<file path="src/rtl/psu_pkg.sv">
// Shared types, constants and helpers for the particle swarm update block.
`timescale 1ns / 1ps
package psu_pkg;

  localparam int MaxParticles = 64;
  localparam int MaxDims = 16;
  localparam int StateWidth = 16;
  localparam int PartW = 6;
  localparam int DimW = 4;
  localparam int AddrW = PartW + DimW;
  localparam int DcntW = 5;
  localparam int ScoreW = 32;
  localparam logic [12:0] RandMax = 13'd4096;
  localparam logic signed [ScoreW-1:0] ScoreFloor = {1'b1, {(ScoreW-1){1'b0}}};

  // Input modes
  localparam logic [1:0] ModeLoad = 2'd0;
  localparam logic [1:0] ModeFit = 2'd1;
  localparam logic [1:0] ModeUpd = 2'd2;

  // Configuration register indexes
  localparam logic [1:0] RegInertia = 2'd0;
  localparam logic [1:0] RegCognitive = 2'd1;
  localparam logic [1:0] RegSocial = 2'd2;
  localparam logic [1:0] RegDims = 2'd3;

  // Classified command handed from front to back
  typedef struct packed {
    logic [1:0] mode;
    logic [PartW-1:0] particle;
    logic [DimW-1:0] dim_index;
    logic signed [StateWidth-1:0] load_position;
    logic signed [StateWidth-1:0] load_velocity;
    logic signed [ScoreW-1:0] fitness;
    logic [12:0] rand_one;
    logic [12:0] rand_two;
  } cmd_t;

  // Result item
  typedef struct packed {
    logic [DimW-1:0] out_dim;
    logic signed [StateWidth-1:0] out_position;
    logic signed [StateWidth-1:0] out_velocity;
    logic personal_improved;
    logic global_improved;
    logic last;
  } res_t;

  function automatic logic signed [StateWidth-1:0] sat_state(input logic signed [47:0] s);
    logic signed [47:0] hi;
    logic signed [47:0] lo;
    hi = 48'sd32767;
    lo = -48'sd32768;
    if (s > hi) return 16'sh7fff;
    else if (s < lo) return 16'sh8000;
    else return s[StateWidth-1:0];
  endfunction

endpackage

</file>
<file path="src/rtl/psu_front.sv">
// Front end: accepts input items, drops ignored ones, queues commands.
`timescale 1ns / 1ps
module psu_front
  import psu_pkg::*;
(
  input  logic clk,
  input  logic rst,
  input  logic in_valid,
  output logic in_ready,
  input  cmd_t in_cmd,
  output logic q_valid,
  input  logic q_ready,
  output cmd_t q_cmd
);

  localparam int Depth = 2;

  cmd_t slots [Depth];
  logic wp;
  logic rp;
  logic [1:0] count;
  logic keep;
  logic push;
  logic pop;

  // Mode 3 carries nothing; drop it at the door
  assign keep = (in_cmd.mode == ModeLoad) || (in_cmd.mode == ModeFit) ||
                (in_cmd.mode == ModeUpd);
  assign in_ready = (count != 2'd2);
  assign push = in_valid && in_ready && keep;
  assign q_valid = (count != 2'd0);
  assign pop = q_valid && q_ready;
  assign q_cmd = slots[rp];

  // Hold queue pointers and count
  always_ff @(posedge clk) begin
    if (rst) begin
      wp <= 1'b0;
      rp <= 1'b0;
      count <= 2'd0;
    end else begin
      if (push) wp <= ~wp;
      if (pop) rp <= ~rp;
      count <= count + {1'b0, push} - {1'b0, pop};
    end
  end

  // Store queued payload
  always_ff @(posedge clk) begin
    if (push) slots[wp] <= in_cmd;
  end

endmodule

</file>
<file path="config.mk">
export PLATFORM = sky130hd
export DESIGN_NAME = psu_front
export DESIGN_NICKNAME = d
export VERILOG_FILES = /design/src/rtl/psu_pkg.sv /design/src/rtl/psu_front.sv
export SDC_FILE = /design/constraint.sdc
export NUM_CORES = 1
export LEC_CHECK = 0
export BUFFER_PORTS_ARGS = -buffer_cell sky130_fd_sc_hd__clkbuf_2
export CAP_MARGIN = 20
export CORE_ASPECT_RATIO = 0.5
export CORE_MARGIN = 1.5
export CORE_UTILIZATION = 43
export CTS_BUF_LIST = sky130_fd_sc_hd__clkbuf_8
export CTS_CLUSTER_SIZE = 16
export DETAILED_ROUTE_END_ITERATION = 12
export PLACE_DENSITY = 0.66
export SYNTH_ARGS = -nofsm -noshare
export SYNTH_HDL_FRONTEND = slang
export SYNTH_SLANG_ARGS = --single-unit
</file>
<file path="constraint.sdc">
create_clock -name clk -period 9.3 [get_ports clk]
set_input_delay 0.465 -clock clk [delete_from_list [all_inputs] [get_ports clk]]
set_output_delay 0.465 -clock clk [all_outputs]
set_load 0.02 [all_outputs]
</file>
==> reports/qor.tcl <==
set qor(fp.dieH_um) 97.0
set qor(drt-pass1-iter-count) 5
set qor(maxUsedRoutingLayer) {met5}
set qor(via_per_inst) 4.67
set qor(final_core_utilization_pct) 54.4
set qor(critical_path_arrival_ns) 2.70
set qor(met2WireLength_um) 7340
set qor(clock-skew-final_ns) 0.00785
set qor(finish.instance_area_mm2) 0.00944
set qor(synth.lib_cells_used.distinct) 22
set qor(totalWireLength_um) 14000
set qor(drive_above_1_share_pct) 42.0
set qor(multiInputGateArea_mm2) 0.00134
set qor(antennaDiodeCount) 0
set qor(power.clock.fraction_pct) 27.4
set qor(crit_path_cell_trace) {buf_4 -> mux2_1 -> clkbuf_2}
set qor(synth_fp_nets) 455
set qor(dieWidth_um) 191
set qor(cts_inserted_buffers) 29
set qor(number_of_warnings_printed_during_yosys_synthesis) 0
set qor(grt_setup_unrepaired) {false}
set qor(routedLengthMet1_um) 5740
set qor(post_cts_resized) 0
set qor(die-area_mm2) 0.0185
set qor(period_minus_slack_ns) 3.17
set qor(hold_viol) 0
set qor(cts_num_sinks) 209
set qor(power.combinational.fraction_pct) 20.8
set qor(max_clock_buf_depth) 3
set qor(post_cts.repair.setup_buffers) 0
set qor(power.share.sequential_pct) 51.8
set qor(power.leakage_uw) 0.00361
set qor(p_per_area_mw_per_mm2) 241
set qor(netlist_instances) 348
set qor(run_status) {complete, no violations}
set qor(hold_class) {in2reg}
set qor(timing_worst_slew_pin_value_ns) 0.867
set qor(cts_htree_levels) 1
set qor(avgSynthCellArea_um2) 21.9
set qor(clk_pin_slew_ns) 0.07
set qor(power.share.switching_pct) 29.0
set qor(fillers) 1392
set qor(wl_met3_um) 697
set qor(startpoint_type) {register}
set qor(yosys_register_bits) 209
set qor(grt_overflow) 0
set qor(maximum_number_of_pins_on_one_net_before_global_route_repair) 60
set qor(timing.critical_path.required_ns) 8.84
set qor(design.core.area_mm2) 0.0174
set qor(clkLatencyLatePin_ns) 0.53
set qor(rows) 34
set qor(detail_route.iter0.violations) 194
set qor(max_freq_mhz) 316
set qor(cellInternalPower_uw) 1610
set qor(cp-end-kind) {output pin}
set qor(dpl_cell_area_mm2) 0.00894
set qor(max_cap_violations) 0
set qor(seqCellArea_mm2) 0.00623
set qor(fin_tns_setup_ns) 0
set qor(grt_first_pass_wirelength_um) 21200
set qor(num_vias) 3896
set qor(hold_buffers) 0
set qor(yosysSeqAreaShare_pct) 81.9
set qor(post-route-period-util_pct) 34.1
set qor(dpl.hpwl_um) 9000
set qor(critical_path_fanouts_max) 59
set qor(timing.final.setup_violations) 0
set qor(cts-root-buf) {clkbuf_8}
set qor(numPortBuffers) 209
set qor(cts_tree) {done}
set qor(wl_per_cell_um) 16.8
set qor(grt_antenna_before_repair) 1
set qor(critPathSlowestCell) {dfxtp_4}
set qor(nets) 688
set qor(netSwitchingPower_uw) 659
set qor(postRouteAntennaNets) 0
set qor(grt.total_usage_pct) 14.9
set qor(first_global_vias) 3959
set qor(synthToLayoutAreaGrowth_pct) 24.1
set qor(netlist_area_mm2) 0.00761
set qor(post_route_drc_violation_count) 0
set qor(placer_s_final_routability_congestion_estimate) 0.708
set qor(max_stage_delay_ns) 0.77
set qor(ios) 210
set qor(worst_ir_drop_vdd_mv) 0.138
set qor(initial_utilization_pct) 43.8
set qor(drv_slew) 0
set qor(worst_rel_slew_slack_pct) 42.2
set qor(crit_type) {reg2out}
[stage by stage]
stage               worst slack (ns)  hold WS [ns]  std cells  power, uW
floorplan                       3.70         0.472        348       1510
detailed placement              6.31         0.503        784       1680
finish                          6.13         0.122        834       2270
global placement                6.36         0.488        784       1670
global route                    5.94        0.0826        834       2380
CTS                             6.07        0.0729        834       2310
[area by class of cell]
type | count | area share, %
Clock buffer | 31 | 4.52
Sequential cell | 209 | 66.0
Timing Repair Buffer | 213 | 11.4
Multi-Input combinational cell | 128 | 14.2
Tap cell | 234 | 3.10
Clock inverter | 19 | 0.808
[flip-flops by register name, indices dropped and copies added, names as in the netlist, named ones only]
signal  flops
wp          1
slots     204
count       2
rp          1
[cells in the final DEF (no fill, tap or decap), types with 2 or more instances in the layout]
master / synthesis / layout
nand2_1: 3 / 3
xor2_1: 2 / 2
edfxtp_1: 204 / 204
clkbuf_2: 0 / 209
mux2_1: 102 / 102
a21oi_1: 2 / 2
nor2_1: 6 / 5
clkbuf_8: 0 / 31
clkinv_1: 0 / 4
dfxtp_1: 5 / 4
inv_1: 0 / 13
buf_4: 0 / 4
[Yosys cell counts]
library cell  number  share of area [%]
edfxtp_1         204                 81
mux2_1           102                 15
buf_2             10               0.66
nor2_1             6               0.30
dfxtp_1            5                1.3
nand2_1            3               0.15
a21oi_1            2               0.13
xor2_1             2               0.23
a211oi_1           1              0.099
a21boi_4           1               0.25
and2b_1            1              0.099
and3_1             1              0.082
clkbuf_1           1              0.049
ha_1               1               0.16
mux2_4             1               0.20
nand2b_1           1              0.082
nand3_1            1              0.066
nor2b_1            1              0.082
nor2b_4            1               0.18
o21ai_0            1              0.066
or2_1              1              0.082
or3_1              1              0.082
[power by group through the flow]
stage,clock (uW),sequential (uW),combinational [uW]
floorplan,0,1180,330
global route,687,1190,506
global placement,0,1190,479
CTS,649,1180,484
detailed placement,0,1200,481
finish,623,1180,473
[cells by family after synthesis]
family / synth area share [%]
AND/OR/NAND/NOR: 1.20
buffers and inverters: 0.707
multiplexers: 15.3
AO/OA/AOI/OAI: 0.543
XOR/XNOR: 0.230
flip-flops: 81.9
adder cells (fa/ha/maj): 0.164
[worst max-delay path, delay by kind of cell, from the launching register on]
| kind | cells | cell delay [ns] |
|---|---|---|
| mux | 1 | 0.40 |
| buf+inv | 2 | 0.92 |
| flops | 1 | 0.77 |
[layer usage]
layer | global-route usage, % | vias up
met2 | 26.2 | 89
met1 | 18.2 | 1931
met3 | 3.74 | 25
met4 | 4.09 | 2
met5 | 0 | -
li1 | - | 1849
[path summary, 6_finish.rpt]
| path | from | to | slack, ns | cells after the start |
|---|---|---|---|---|
| max reg2reg | count[0] | slots[0][42] | 6.58 | 5 |
| min | in_cmd[80] | slots[0][80] | 0.12 | 1 |
| min reg2reg | rp | rp | 0.52 | 2 |
| max | register | q_cmd[44] | 6.13 | 3 |
No activity file was read; power rests on OpenSTA's default activity.
